## src/sv/cfar_pkg.sv

```systemverilog
// Shared types, constants and state encoding of the CFAR threshold detector.
`default_nettype none
package cfar_pkg;

  localparam int unsigned MAX_ROWS  = 64;
  localparam int unsigned MAX_COLS  = 64;
  localparam int unsigned MAX_BEAMS = 16;

  localparam int unsigned STORE_DEPTH = MAX_ROWS * MAX_COLS;
  localparam int unsigned IDX_W       = $clog2(STORE_DEPTH);
  localparam int unsigned BEAM_W      = $clog2(MAX_BEAMS);
  localparam int unsigned PWR_W       = 32;
  localparam int unsigned NOISE_W     = 41;
  localparam int unsigned MUL_A_W     = 32;
  localparam int unsigned MUL_B_W     = 21;
  localparam int unsigned MUL_P_W     = MUL_A_W + MUL_B_W;

  localparam int unsigned CFG_IDX_W  = 3;
  localparam int unsigned CFG_DATA_W = 24;

  localparam logic [CFG_IDX_W-1:0] REG_ROWS      = 3'd0;
  localparam logic [CFG_IDX_W-1:0] REG_COLS      = 3'd1;
  localparam logic [CFG_IDX_W-1:0] REG_BEAMS     = 3'd2;
  localparam logic [CFG_IDX_W-1:0] REG_SCALE     = 3'd3;
  localparam logic [CFG_IDX_W-1:0] REG_FIRST_COL = 3'd4;

  localparam logic [6:0]  ROWS_RESET      = 7'd64;
  localparam logic [6:0]  COLS_RESET      = 7'd64;
  localparam logic [4:0]  BEAMS_RESET     = 5'd16;
  localparam logic [23:0] SCALE_RESET     = 24'd2560;
  localparam logic [5:0]  FIRST_COL_RESET = 6'd30;

  localparam logic [7:0] GUARD_LO = 8'd10;
  localparam logic [6:0] GUARD_HI = 7'd11;

  typedef struct packed {
    logic              valid;
    logic [BEAM_W-1:0] beam;
    logic [PWR_W-1:0]  power;
  } best_entry_t;

  typedef struct packed {
    logic             we;
    logic [IDX_W-1:0] addr;
    best_entry_t      data;
  } best_wr_t;

  typedef struct packed {
    logic             we;
    logic [IDX_W-1:0] addr;
    logic [PWR_W-1:0] data;
  } pwr_wr_t;

  typedef struct packed {
    logic               we;
    logic [BEAM_W-1:0]  addr;
    logic [NOISE_W-1:0] data;
  } noise_wr_t;

  typedef enum logic [4:0] {
    ST_CLEAR,
    ST_IDLE,
    ST_SQ_I,
    ST_SQ_Q,
    ST_SMP_WR,
    ST_THR_A,
    ST_THR_B,
    ST_THR_C,
    ST_EV_RD,
    ST_EV_WT,
    ST_EV_DET,
    ST_EV_N,
    ST_EV_P1,
    ST_EV_P2,
    ST_EV_Q1,
    ST_EV_Q2,
    ST_RD_SCAN,
    ST_RD_CHK,
    ST_RD_NS,
    ST_RD_CLOSE
  } state_t;

endpackage
`default_nettype wire

```

## src/sv/cfar_mul.sv

```systemverilog
// Shared unsigned multiplier with a registered product.
`default_nettype none
module cfar_mul
  import cfar_pkg::*;
(
  input  wire                 clk,
  input  wire [MUL_A_W-1:0]   a,
  input  wire [MUL_B_W-1:0]   b,
  output logic [MUL_P_W-1:0]  p_r
);

  logic [MUL_P_W-1:0] p_nxt;

  assign p_nxt = MUL_P_W'(a) * MUL_P_W'(b);

  always_ff @(posedge clk) begin
    p_r <= p_nxt;
  end

endmodule
`default_nettype wire

```

## config.mk

```make
export PLATFORM = sky130hd
export DESIGN_NAME = cfar_mul
export DESIGN_NICKNAME = d
export VERILOG_FILES = /design/src/sv/cfar_pkg.sv /design/src/sv/cfar_mul.sv
export SDC_FILE = /design/constraint.sdc
export NUM_CORES = 2
export LEC_CHECK = 0
export BUFFER_PORTS_ARGS = -buffer_cell sky130_fd_sc_hd__buf_2
export CAP_MARGIN = 0
export CORE_MARGIN = 1.5
export CORE_UTILIZATION = 40
export DETAILED_ROUTE_END_ITERATION = 8
export SYNTH_ARGS = -nofsm -noshare
export SYNTH_HDL_FRONTEND = slang
export SYNTH_SLANG_ARGS = --single-unit
```

## constraint.sdc

```tcl
create_clock -name clk -period 11.2 [get_ports clk]
set_input_delay 2.24 -clock clk [delete_from_list [all_inputs] [get_ports clk]]
set_output_delay 2.24 -clock clk [all_outputs]
set_load 0.02 [all_outputs]
```

# After elaboration in Yosys (flattened, before gate mapping)
# Index checks and enable logic that the tools add are counted.
[totals] inputBits=54 register_bits=53 output_inout_bits=53 word_cells=2
[classes] mul=1
[op_table] operator="32-bit by 21-bit multiplier with 53-bit output" count=1

# Logic depth before layout (Yosys ltp)
[logic_depth] ltp_word=1 mapped_depth=26 depth_no_buf=25

# Worst setup path before layout
# Ideal clock, no wire load.
[synth_path] path_type="input to register" from="in a[7]" to="reg p_r[49]" path_buffers=1 path_slack_ns=2.716 t_arrival_ns=8.356 cell_stages=24 cell_sequence="clkbuf_1 nand2_1 fa_1 inv_1 fa_1 inv_1 fa_1 inv_1 fa_1 fa_1 fa_1 inv_1 fa_1 inv_1 ha_1 and3_4 a2111oi_2 o21bai_2 a32oi_1 o21ai_1 o41ai_2 o31a_2 o31ai_2 xor2_1"
[synth_between] elab_chain_cells=1
[synth_rtl] item="start: declaration" line="cfar_mul.sv:7" text="input wire [MUL_A_W-1:0] a,"
[synth_rtl] item="32-bit by 21-bit multiplier with 53-bit output" line="cfar_mul.sv:14" text="assign p_nxt = MUL_P_W'(a) * MUL_P_W'(b);"
[synth_rtl] item="named net p_nxt[49]" line="cfar_mul.sv:12" text="logic [MUL_P_W-1:0] p_nxt;"
[synth_rtl] item="end signal: assignment" line="cfar_mul.sv:17" text="p_r <= p_nxt;"
[synth_rtl] item="end: declaration" line="cfar_mul.sv:9" text="output logic [MUL_P_W-1:0] p_r"
# The timed path passes the listed nets, and every way through them passes these cells.

# Final worst setup path
[layout_path] from="in b[6]" to="reg p_r[45]"
[layout_between] elab_chain_cells=1
[layout_rtl] item="start: declaration" line="cfar_mul.sv:8" text="input wire [MUL_B_W-1:0] b,"
[layout_rtl] item="32-bit by 21-bit multiplier with 53-bit output" line="cfar_mul.sv:14"
[layout_rtl] item="named net p_nxt[45]" line="cfar_mul.sv:12"
# The timed path passes the listed nets, and every way through them passes these cells.

==> flow_summary.ini <==
[clock_tree]
cts_max_path_buffers = 2
h-tree-depth = 2
postCtsHoldBufs = 0
tritoncts = done
cts_post_setup_buffers_inserted = 0
cts_num_sinks = 53
cts.root.buffer_cell = sky130_fd_sc_hd__clkbuf_16
cts_inserted_buffers = 5
cts_resized = 0
cts.clk_slew.worst_paths_ps = 80

[worst_setup_path]
worst_path_dominant_cell_family = adder cells
max_stage_delay_ps = 610
crit_chain = buf_2 > nand2_1 > fa_1 > fa_1 > fa_1 > fa_1 > inv_1 > fa_1 > fa_1 > inv_1 > fa_1 > inv_1 > ha_1 > a21oi_1 > nand2_1 > or2_2 > o21ai_0 > o21ai_1 > o41ai_2 > o31a_2 > o21bai_1 > xor2_1
timing.setup.critical_path_class = in2reg
largest_fanout_of_any_net_on_the_critical_path = 32
timing.critical_path.to_type = flip-flop
cp.arrival_ps = 9470
critPathBufInv = 4
critical_path_most_common_cell = sky130_fd_sc_hd__fa_1
cell_depth_of_the_worst_setup_path = 22
start_kind = input pin
critical_path_top_delay_cell = sky130_fd_sc_hd__o21ai_0
critical_path_required_ps = 11400

[route]
dr_vias = 16389
route.detailed.drc = 0
detail-route-antenna-nets = 0
drt-total-wl_mm = 57.1
post_drt_wl_per_cell_um = 17.4
first_pass_iters = 5
route.detailed.vias_per_inst = 4.99
drt-initial-drc-count = 736

[yosys]
synthesis.area_per_instance_um2 = 8.98
synth_seq_area_share_pct = 4.64
synth-seq-cells = 53
synth_top_flop_cell = sky130_fd_sc_hd__dfxtp_1
synth_enable_flop_cells = 0
synth_cell_types = 58
yosysTopAreaCellShare_pct = 49.6
synth.top_cells.by_area = sky130_fd_sc_hd__fa_1 (50%), sky130_fd_sc_hd__and2_1 (10%), sky130_fd_sc_hd__inv_1 (10%)
yosysTopAreaCell = sky130_fd_sc_hd__fa_1
ys_async_sr_fraction_pct = 0
post_synth_instance_area_um2 = 22900
synth_nets = 3333
yosys_warnings = 0
cell_count_after_synthesis = 2549

[floorplan]
die_y_um = 242
core_region_area_um2 = 56500
die-area_um2 = 58600
die-width_um = 242
row_count = 87
floorplan.initialDensity_pct = 40.5
ioPinCount = 107

[cells_and_area]
num_antenna_cells = 0
mostFrequentLayoutCells = sky130_fd_sc_hd__inv_1 (627), sky130_fd_sc_hd__fa_1 (567), sky130_fd_sc_hd__and2_1 (383)
regMostFlops = p_r
drive_above_1_share_pct = 5.07
fillerInstances = 5607
storage_element_area_um2 = 1060
largest_reg_flops = 53
final_nets = 3309
reg.largest.list = p_r (53)
areaGrowthSynthToFinish_pct = 4.88
commonest_non_fill_non_tap_cell_in_the_layout = sky130_fd_sc_hd__inv_1
total_area_of_multi_input_combinational_cells_um2 = 18900

[place]
dp_hpwl_mm = 48.4
place.gp.congestion = 0.854
number_of_i_o_port_buffers = 106

[global_routing]
global_route.usage.total_pct = 20.1
largest_net_degree_at_the_start_of_global_routing = 33
grt_antenna_before_repair = 1
first_global_vias = 18164
overflow = 0
grt_pass1_wl_mm = 93.7

[worst_hold_path]
min_path_cells = 2
holdCritPathClass = in2reg

[timing]
fmax_mhz = 108
fin_crit_sh_pct = 82.8
hold_violations = 0
final-setup-viol-count = 0
relSlewSlack_pct = 48.4
maxSlewViolCount = 0
rsz_0062_raised_after_global_routing = no
fin_tns_setup_ps = 0
finalWorstPathRequiredPeriod_ps = 9270
timing_worst_slew_pin_value_ps = 766

[flow_run]
maxCapViolCount = 0

[status]
run_status = complete, no violations
-- worst paths after layout --
path / startpoint / to / slack (ps)
worst max-delay path: b[6] / p_r[45] / 1930
worst min-delay path: a[0] / p_r[0] / 2490
-- cell usage after synthesis, types with 2 or more instances --
master / number
sky130_fd_sc_hd__inv_1: 627
sky130_fd_sc_hd__fa_1: 567
sky130_fd_sc_hd__and2_1: 383
sky130_fd_sc_hd__nand2_1: 340
sky130_fd_sc_hd__ha_1: 163
sky130_fd_sc_hd__clkbuf_1: 134
sky130_fd_sc_hd__dfxtp_1: 53
sky130_fd_sc_hd__a21oi_1: 47
sky130_fd_sc_hd__xnor2_1: 33
sky130_fd_sc_hd__nor2_1: 28
sky130_fd_sc_hd__o21ai_0: 25
sky130_fd_sc_hd__a21o_1: 24
sky130_fd_sc_hd__xor2_1: 16
sky130_fd_sc_hd__nand3_1: 10
sky130_fd_sc_hd__a31oi_1: 9
sky130_fd_sc_hd__o21bai_1: 7
sky130_fd_sc_hd__a211oi_1: 6
sky130_fd_sc_hd__and3_1: 6
sky130_fd_sc_hd__nand4_1: 6
sky130_fd_sc_hd__o21a_1: 6
sky130_fd_sc_hd__nor2b_1: 5
sky130_fd_sc_hd__nand2b_1: 4
sky130_fd_sc_hd__o211ai_1: 4
sky130_fd_sc_hd__a21boi_0: 3
sky130_fd_sc_hd__buf_2: 3
sky130_fd_sc_hd__nor4_1: 3
sky130_fd_sc_hd__a221o_1: 2
sky130_fd_sc_hd__a31o_2: 2
sky130_fd_sc_hd__a32oi_1: 2
sky130_fd_sc_hd__nor3_1: 2
sky130_fd_sc_hd__o22a_1: 2
-- metrics by stage --
stage	area (µm²)	hold slack, ps	cells	worst slack, ps	util [%]
floorplan	22900	2370	2549	2720	-
global placement	23800	2660	3274	1830	42.2
detailed placement	23800	2650	3274	1710	42.2
CTS	24000	2460	3282	2050	42.5
global route	24000	2490	3282	1680	42.5
finish	24000	2490	3282	1930	42.5
-- cell type report --
class	count	share of cell area, %
Sequential cell	53	4.42
Multi-Input combinational cell	1732	79.0
Inverter	627	9.81
Clock inverter	3	0.141
Tap cell	756	3.94
Timing Repair Buffer	106	2.21
Clock buffer	5	0.521
-- per-layer routing --
| metal | wire length (µm) | part of all wire [%] | track usage (%) | vias up |
|---|---|---|---|---|
| li1 | - | - | - | 7277 |
| met2 | 32100 | 56 | 38.8 | 366 |
| met4 | 1950 | 3.4 | 6.75 | 0 |
| met5 | 0 | 0 | 0 | - |
| met3 | 1980 | 3.5 | 1.96 | 102 |
| met1 | 21100 | 37 | 23.1 | 8644 |
-- logic make-up after synthesis --
| kind of cell | Yosys count | synth area share [%] |
|---|---|---|
| AOI/OAI and AO/OA | 156 | 4.55 |
| xor gates and xnor gates | 49 | 1.88 |
| adders and majority gates | 730 | 58.5 |
| buffers and inverters | 764 | 12.5 |
| DFF | 53 | 4.64 |
| muxes | 1 | 0.0437 |
| and+or+nand+nor | 796 | 17.8 |
Power is left out: the tool's default activity adds up to more than one toggle a clock period on the data nets, which glitch-free logic cannot reach.
