==> src/sv/cfar_pkg.sv <==
// Shared types, constants and state encoding of the CFAR threshold detector.
`default_nettype none
package cfar_pkg;

  localparam int unsigned MAX_ROWS  = 64;
  localparam int unsigned MAX_COLS  = 64;
  localparam int unsigned MAX_BEAMS = 16;

  localparam int unsigned STORE_DEPTH = MAX_ROWS * MAX_COLS;
  localparam int unsigned IDX_W       = $clog2(STORE_DEPTH);
  localparam int unsigned BEAM_W      = $clog2(MAX_BEAMS);
  localparam int unsigned PWR_W       = 32;
  localparam int unsigned NOISE_W     = 41;
  localparam int unsigned MUL_A_W     = 32;
  localparam int unsigned MUL_B_W     = 21;
  localparam int unsigned MUL_P_W     = MUL_A_W + MUL_B_W;

  localparam int unsigned CFG_IDX_W  = 3;
  localparam int unsigned CFG_DATA_W = 24;

  localparam logic [CFG_IDX_W-1:0] REG_ROWS      = 3'd0;
  localparam logic [CFG_IDX_W-1:0] REG_COLS      = 3'd1;
  localparam logic [CFG_IDX_W-1:0] REG_BEAMS     = 3'd2;
  localparam logic [CFG_IDX_W-1:0] REG_SCALE     = 3'd3;
  localparam logic [CFG_IDX_W-1:0] REG_FIRST_COL = 3'd4;

  localparam logic [6:0]  ROWS_RESET      = 7'd64;
  localparam logic [6:0]  COLS_RESET      = 7'd64;
  localparam logic [4:0]  BEAMS_RESET     = 5'd16;
  localparam logic [23:0] SCALE_RESET     = 24'd2560;
  localparam logic [5:0]  FIRST_COL_RESET = 6'd30;

  localparam logic [7:0] GUARD_LO = 8'd10;
  localparam logic [6:0] GUARD_HI = 7'd11;

  typedef struct packed {
    logic              valid;
    logic [BEAM_W-1:0] beam;
    logic [PWR_W-1:0]  power;
  } best_entry_t;

  typedef struct packed {
    logic             we;
    logic [IDX_W-1:0] addr;
    best_entry_t      data;
  } best_wr_t;

  typedef struct packed {
    logic             we;
    logic [IDX_W-1:0] addr;
    logic [PWR_W-1:0] data;
  } pwr_wr_t;

  typedef struct packed {
    logic               we;
    logic [BEAM_W-1:0]  addr;
    logic [NOISE_W-1:0] data;
  } noise_wr_t;

  typedef enum logic [4:0] {
    ST_CLEAR,
    ST_IDLE,
    ST_SQ_I,
    ST_SQ_Q,
    ST_SMP_WR,
    ST_THR_A,
    ST_THR_B,
    ST_THR_C,
    ST_EV_RD,
    ST_EV_WT,
    ST_EV_DET,
    ST_EV_N,
    ST_EV_P1,
    ST_EV_P2,
    ST_EV_Q1,
    ST_EV_Q2,
    ST_RD_SCAN,
    ST_RD_CHK,
    ST_RD_NS,
    ST_RD_CLOSE
  } state_t;

endpackage
`default_nettype wire

==> src/sv/cfar_noise_ram.sv <==
// Noise sum of each beam, one write and one registered read port.
`default_nettype none
module cfar_noise_ram
  import cfar_pkg::*;
(
  input  wire                 clk,
  input  noise_wr_t           wr,
  input  wire                 re,
  input  wire [BEAM_W-1:0]    raddr,
  output logic [NOISE_W-1:0]  rdata_r
);

  logic [NOISE_W-1:0] mem [MAX_BEAMS];

  always_ff @(posedge clk) begin
    if (wr.we) begin
      mem[wr.addr] <= wr.data;
    end
    if (re) begin
      rdata_r <= mem[raddr];
    end
  end

endmodule
`default_nettype wire

==> config.mk <==
export PLATFORM = sky130hd
export DESIGN_NAME = cfar_noise_ram
export DESIGN_NICKNAME = d
export VERILOG_FILES = /design/src/sv/cfar_pkg.sv /design/src/sv/cfar_noise_ram.sv
export SDC_FILE = /design/constraint.sdc
export NUM_CORES = 1
export LEC_CHECK = 0
export BUFFER_PORTS_ARGS = -buffer_cell sky130_fd_sc_hd__buf_2
export CAP_MARGIN = 10
export CORE_AREA = 2 2 248 250
export DETAILED_ROUTE_END_ITERATION = 7
export DIE_AREA = 0 0 250 252
export REMOVE_ABC_BUFFERS = 1
export SYNTH_ARGS = -nofsm -noshare
export SYNTH_HDL_FRONTEND = slang
export SYNTH_SLANG_ARGS = --single-unit
export TNS_END_PERCENT = 20
==> constraint.sdc <==
create_clock -name clk -period 5.5 [get_ports clk]
set_input_delay 1.1 -clock clk [delete_from_list [all_inputs] [get_ports clk]]
set_output_delay 1.1 -clock clk [all_outputs]
set_load 0.01 [all_outputs]
; ---- After elaboration in Yosys (flattened, before gate mapping)
; Memories as Yosys holds them, arrays and structs flattened. A register that Yosys moved wholly into a read port is not among the register bits.
; Index checks and enable logic that the tools add are counted.
[totals]
reg_bits = 0
mem_bits_rw = 656
in_bits = 52
elab_cells = 3
mem_count = 1
[classes]
mux = 2
[mem_list]
columns = memory, words, width, read_ports, rd_clocked_by_memory_dff, write_ports, line
row1 = mem, 16, 41, 1, 1, 1, cfar_noise_ram.sv:13  ; logic [NOISE_W-1:0] mem [MAX_BEAMS];
[op_table]
columns = cell, n
row1 = $mux W1, 2

; ---- Depth between registers and ports, before layout
; Gate-level depths: netlist of the first run.
[logic_depth]
depth_word = 2
depth_mapped = 5
ltp_nobuf = 3

; ---- Least setup slack after synthesis of the first run
; Ideal clock, no wire load.
[synth_path]
kind = input -> register
startpoint = in wr[43] (netlist bit)
endpoint = mem mem[0][0] (enable)
setup_time_ps = 491
arrival_ps = 4422
setup_slack_ps = 588
cell_stages = 2
n_path_buf = 0
path_cell_list = or3b_2 nor3_1
[synth_lines]
columns = element, line
row1 = start: declaration, cfar_noise_ram.sv:7  ; input noise_wr_t wr,
row2 = end: declaration, cfar_noise_ram.sv:13
; No word-level cell before the write port.

; ---- Final worst setup path of the first run
[layout_path]
startpoint = in wr[43] (netlist bit)
endpoint = mem mem[2][37] (enable)
; No word-level cell before the write port.

==> results.md, run 1 <==
- Mux share of post-synthesis cell area: 14.32%
- Sequential share of the synthesized area: 81.17%
- Layout cell share with drive strength beyond 1: 31.39%
- Synth warn: 0
- Hold WS: 0.7345 ns
- Yosys reg bits: 697
- DRC errors left: 0
- Area Growth Syn to Fin: 14.51%
- CTS root buffer: clkbuf_16
- CTS HTree Levels: 3
- Power Total: 11.06 mW
- Post-Syn Area: 25790 um2
- Fin crit share: 50.70%
- XOR/XNOR Fraction of Synth Area: 0%
- CTS Buf Count: 69
- Resized Gates After CTS: 0
- Initial antenna violation count: 6
- Req. time, crit path: 5.79 ns
- Max Buffers Root-to-Sink: 3
- Critical path, cell by cell: buf_2, or3b_2, nor2_4, buf_4
- Worst-margin pin slew: 1.167 ns
- VDD IR max: 0.1901 mV
- Fill cells: 4780
- Clock Latency Late Sink: 0.59 ns
- GP Congestion: 0.6869
- GR Layer Usage met1: 25.87%
- Post-DP HPWL: 26950 um
- Peak fanout along the critical path: 27
- Core area: 60130 um2
- Global-route usage over all layers: 17.58%
- First-pass GRT wire length: 80830 um
- Clock Skews: 0.01510 ns
- Vias: 11604
- FF+latch area: 20930 um2
- Final hold vios: 0
- Wirelength per Cell: 26.53 um
- Synth Instances: 1066
- GR peak layer: met2
- Crit Reg-Reg Endpoint: rdata_r[37]$_DFFE_PP_
- Slew HR: 22.05%
- Crit start category: input port
- Vias in the first global route: 12439
- Number of distinct library cells after synthesis: 16
- CP arrival: 3.08 ns
- Clock-pin slew on the worst setup and hold paths: 0.06 ns
- Grt total ovfl: 0
- Die W: 250 um
- CP Capture Point: mem[2][37]$_DFFE_PP_
- Multi-input gate area: 4730 um2
- Outcome: completed
- Pins over their slew limit: 0
- PwrDens: 374.6 nW/um2
- Setup TNS: 0 ns
- Post-route ant nets: 0
- Reg2reg setup slack: 4.02 ns
- Vias per inst: 5.702
- Final core utilization: 49.11%
- Min-Delay Startpoint: mem[12][13]$_DFFE_PP_
- Routing usage on met3: 3.477%
- Crit end category: flip-flop
- Fin crit period: 2.789 ns
- RSZ-0062 raised after global routing: no
- Max-cap viol count: 0
- Crit-path slowest cell: nor2_4
- Die Y: 252 um
- Worst r2r src: mem[2][37]$_DFFE_PP_
- CTS sink count: 697
- Post-synthesis adder-cell area fraction: 0%
- Critical path origin: wr[43]
- Core Rows: 90
- Met2 Usage GRT: 26.76%
- Synth Area in Simple Gates: 1.111%
- Total setup buffers inserted after CTS: 0
- Hold buffers post-CTS: 0
- DRT Pass-1 Iters: 5
- Hold WC Path Type: flip-flop to flip-flop
- Final net count: 1255
- Post-synthesis compound-gate area fraction: 2.387%
- Largest stage delay, worst path: 0.91 ns
- WS Path Type: input port to flip-flop
- DIE AREA: 63000 um2
- Syn Area/Cell: 24.19 um2
- Routed wire length: 54000 um
- Port Buf Inserts: 92
- Fmax: 0.3586 GHz
- Initial core utilization: 42.88%
- CTS tree: yes
- I/O pins: 93
- Largest net degree at the start of global routing: 72
- Initial DRC Count: 1298
- Setup violations, final: 0
- Main combinational cell family by area after synthesis: multiplexers
- R2r worst-path depth: 3
- Lkg Pwr: 9.339 nW
## cells in the mapped netlist
| master | instances | share of area [%] |
|---|---|---|
| nor3_1 | 4 | 0.078 |
| buf_1 | 10 | 0.15 |
| and2_1 | 1 | 0.024 |
| nand2b_1 | 2 | 0.049 |
| nand2_1 | 42 | 0.61 |
| edfxtp_1 | 697 | 81 |
| nand3_1 | 1 | 0.019 |
| a22oi_1 | 82 | 2.4 |
| mux4_2 | 164 | 14 |
| nand3b_1 | 2 | 0.058 |
| nor2b_1 | 2 | 0.049 |
| clkbuf_1 | 20 | 0.29 |
| nor2_1 | 13 | 0.19 |
| buf_4 | 9 | 0.26 |
| or3b_2 | 1 | 0.034 |
| buf_2 | 16 | 0.31 |
## area by class of cell
cell class / count / area share (%)
multi-input cells: 314 / 16.02
well taps: 782 / 3.314
repair buffers: 121 / 2.479
clock inverters: 26 / 0.8475
diodes: 1 / 0.008475
clock buffers: 94 / 6.453
flip-flops and latches: 697 / 70.88
## routing by layer
| metal | vias up | part of all wire, % |
|---|---|---|
| li1 | 4870 | - |
| met1 | 6254 | 45 |
| met3 | 81 | 6.7 |
| met2 | 389 | 46 |
| met4 | 10 | 2.0 |
| met5 | - | 0.13 |
## state kept, by name (all words and copies together) (netlist names)
register	count
mem	656
rdata_r	41
## kinds of logic after synthesis
logic type             count (synthesis)
AO/OA/AOI/OAI                         82
buffers and inverters                 55
multiplexers                         164
AND/OR/NAND/NOR                       68
flip-flops                           697
## power breakdown
group          internal, mW  total, mW  switching (mW)
registers              5.99       6.02          0.0344
logic                 0.203      0.507           0.304
clock network          2.66       4.53            1.88
## cells in the final DEF (no fill, tap or decap)
| master | n |
|---|---|
| edfxtp_1 | 697 |
| mux4_2 | 164 |
| buf_2 | 90 |
| a22oi_1 | 82 |
| clkbuf_16 | 73 |
| nand2_1 | 42 |
| buf_4 | 26 |
| clkbuf_1 | 21 |
| nor2_4 | 13 |
| clkinv_1 | 12 |
| clkinv_2 | 5 |
| bufinv_16 | 5 |
| nor3_2 | 4 |
| clkinvlp_4 | 4 |
| buf_12 | 3 |
| nor2b_4 | 2 |
| nand3b_1 | 2 |
| nand2b_1 | 2 |
| diode_2 | 1 |
| and2_2 | 1 |
| nand3_1 | 1 |
| or3b_2 | 1 |
| buf_8 | 1 |
| buf_6 | 1 |
## critical path: cells and delay by family
family,cells,cell delay [ns]
buffers and inverters,2,0.45
AND/OR/NAND/NOR,2,1.50
## how the worst min path moves through the flow
stage                                  endpoint  slack [ns]  cells past startpoint
final                     rdata_r[13]$_DFFE_PP_        0.73                      3
after CTS                  rdata_r[2]$_DFFE_PP_        0.74                      3
after global routing      rdata_r[14]$_DFFE_PP_        0.77                      3
after detailed placement  rdata_r[13]$_DFFE_PP_        0.73                      3
after floorplan            rdata_r[0]$_DFFE_PP_        0.71                      3
after global placement     rdata_r[4]$_DFFE_PP_        0.73                      3
## metrics by stage
step           std cells  cell area (um2)  worst slack, ns
6_report            2035            29530            2.711
5_1_grt             2034            29530            2.603
4_1_cts             2034            29530            2.697
3_3_place_gp        1914            27370            2.115
3_5_place_dp        1914            27370            2.082
2_1_floorplan       1011            25530           0.5878
(Power assumes the default switching activity.)
==> run 2: changes to the inputs <==
clock period = 2.85 ns   (was 5.5 ns; I/O delays follow)
==> run 2 against run 1 <==
Net effect:
- register-to-register slack worse by 2.7 ns
- design area is 1.8% higher
- count of clock-buffer cells in the layout is 6 lower
- critical path depth is 3 lower
- sequential share of layout area is 1.3 points lower
- highest routed layer unchanged
==> results.md, run 2 (synthesis results as in run 1) <==
- Antenna Cells: 0 (was 1)
- Worst Slack Setup Final: 1.023 ns (was 2.711 ns)
- Final hold vios: 0 (unchanged)
- Comb pwr share: 4.8% (was 4.6%)
- Critical path, cell by cell: buf_2 (was buf_2, or3b_2, nor2_4, buf_4)
- PwrDens: 721.2 nW/um2 (was 374.6 nW/um2)
- Setup violations, final: 0 (unchanged)
- Max-cap viol count: 0 (unchanged)
- Pre-CTS setup slack: 0.5019 ns (was 2.082 ns)
- Sequential group share of total power: 53.6% (was 54.4%)
- Slew HR: 56.14% (was 22.05%)
- Worst-margin pin slew: 0.6579 ns (was 1.167 ns)
- Core Rows: 90 (unchanged)
- Initial antenna violation count: 6 (unchanged)
- DRT Pass-1 Iters: 5 (unchanged)
- CTS sink count: 697 (unchanged)
- Post-route ant nets: 0 (unchanged)
- Die W: 250 um (unchanged)
- I/O pins: 93 (unchanged)
- Vias: 11688 (was 11604)
- Crit end category: primary output (was flip-flop)
- Crit start category: flip-flop (was input port)
- Sw frac: 20.38% (was 20.04%)
- Hold WC Path Type: input port to flip-flop (was flip-flop to flip-flop)
- Internal: 17.26 mW (was 8.843 mW)
- Placed cells: 1923 (was 1914)
- Initial core utilization: 42.88% (unchanged)
- Crit-path slowest cell: edfxtp_1 (was nor2_4)
- Die Y: 252 um (unchanged)
- Largest stage delay, worst path: 0.47 ns (was 0.91 ns)
- Clock Skews: 0.01724 ns (was 0.01510 ns)
- Initial DRC Count: 1240 (was 1298)
- Commonest non-fill, non-tap cells in the layout: 697 x edfxtp_1, 164 x mux4_2, 90 x buf_2 (unchanged)
- Vias in the first global route: 12365 (was 12439)
- First-pass GRT wire length: 82680 um (was 80830 um)
- DIE AREA: 63000 um2 (unchanged)
- Most common cell after layout, fill and taps aside: edfxtp_1 (unchanged)
- Clock Latency Late Sink: 0.60 ns (was 0.59 ns)
- Largest Register: mem (unchanged)
- Clock power share: 41.7% (was 41.0%)
- DRC errors left: 0 (unchanged)
- Core area: 60130 um2 (unchanged)
- CTS Buf Count: 70 (was 69)
- Max Buffers Root-to-Sink: 3 (unchanged)
- Fmax: 0.5474 GHz
- Pins over their slew limit: 0 (unchanged)
- Delay-heaviest family, CP: flip-flops (was simple AND/OR/NAND/NOR gates)
- Psw: 4.420 mW (was 2.217 mW)
- CTS tree: yes (unchanged)
- Placement Cell Area: 27810 um2 (was 27370 um2)
- Vias per inst: 5.707 (was 5.702)
- Routed wire length: 56160 um (was 54000 um)
- Reg2reg setup slack: 1.36 ns (was 4.02 ns)
- RSZ-0062 raised after global routing: no (unchanged)
- Fin crit period: 1.827 ns
- Port Buf Inserts: 92 (unchanged)
- Resized Gates After CTS: 0 (unchanged)
- Peak fanout along the critical path: 1 (was 27)
- WS Path Type: flip-flop to primary output (was input port to flip-flop)
- Largest net degree at the start of global routing: 42 (was 72)
- Global-route usage over all layers: 18.16% (was 17.58%)
- Fin crit share: 64.10%
- Largest registers: mem: 656 flops, rdata_r: 41 flops (unchanged)
- Clock-pin slew on the worst setup and hold paths: 0.06 ns (about the same)
- Fill cells: 4811 (was 4780)
- Hold buffers post-CTS: 0 (unchanged)
- CP arrival: 1.26 ns (was 3.08 ns)
- Layout cell share with drive strength beyond 1: 32.23% (was 31.39%)
- Wirelength per Cell: 27.42 um (was 26.53 um)
- Req. time, crit path: 2.28 ns (was 5.79 ns)
- CTS root buffer: clkbuf_16 (unchanged)
- VDD IR max: 0.3807 mV (was 0.1901 mV)
- Worst path bufs/invs: 1 (was 2)
- Outcome: completed (unchanged)
- Lkg Pwr: 9.543 nW (was 9.339 nW)
- Post-DP HPWL: 26620 um (was 26950 um)
- CTS HTree Levels: 3 (unchanged)
- Total setup buffers inserted after CTS: 0 (unchanged)
- Final net count: 1265 (was 1255)
- GP Congestion: 0.6816 (was 0.6869)
- Final instance area: 30060 um2 (was 29530 um2)
- Grt total ovfl: 0 (unchanged)
- Area Growth Syn to Fin: 16.59% (was 14.51%)
- Finished Layout Cells: 2048 (was 2035)
- Largest register FFs: 656 (unchanged)
==> run 2: cell types whose count changed in the layout (fill, tap and decap cells not counted), sizes merged <==
cell,delta
clkinv,+10
buf,+9
clkbuf,-6
clkinvlp,-4
bufinv,+3
inv,+2
diode,-1
==> run 2: final timing paths <==
check / from / to / cells past startpoint
max: rdata_r[26]$_DFFE_PP_ / rdata_r[26] / 1
min: wr[8] / mem[11][8]$_DFFE_PP_ / 1
max reg2reg: mem[2][32]$_DFFE_PP_ / rdata_r[32]$_DFFE_PP_ / 3
min reg2reg: mem[15][12]$_DFFE_PP_ / rdata_r[12]$_DFFE_PP_ / 3
==> run 2: cell type report <==
class / count / area, um2 / share of cell area [%]
Sequential cell: 697 / 20930 / 69.62
Multi-Input combinational cell: 314 / 4730 / 15.73
Clock buffer: 88 / 1819 / 6.051
Timing Repair Buffer: 130 / 1175 / 3.908
Tap cell: 782 / 978.4 / 3.255
Clock inverter: 37 / 431.7 / 1.436
==> run 2: layer usage <==
metal  GRT usage, %  routed length (um)  vias up
met2          28.28               26650      400
met1          26.32               24550     6309
met4          4.996                 908       12
met5              0                  87        -
li1               -                   -     4886
met3          3.755                3973       81
==> run 2: power groups by stage <==
stage          clock network (mW)  registers (mW)  logic, mW
3_5_place_dp                    0            11.8       1.06
4_1_cts                      9.25            11.6       1.06
2_1_floorplan                   0            11.8      0.440
6_report                     9.03            11.6       1.04
3_3_place_gp                    0            11.8       1.04
5_1_grt                      9.64            11.6       1.12
==> run 2: metrics by stage <==
stage | power, mW | hold WS (ns) | util, % | TNS, ns
after global routing | 22.39 | 0.3390 | 50.00 | 0
after global placement | 12.86 | 0.7256 | 46.25 | 0
after floorplan | 12.28 | 0.6689 | - | -296.41
after detailed placement | 12.89 | 0.7258 | 46.25 | 0
final | 21.68 | 0.3397 | 50.00 | 0
after CTS | 21.92 | 0.3061 | 50.00 | 0
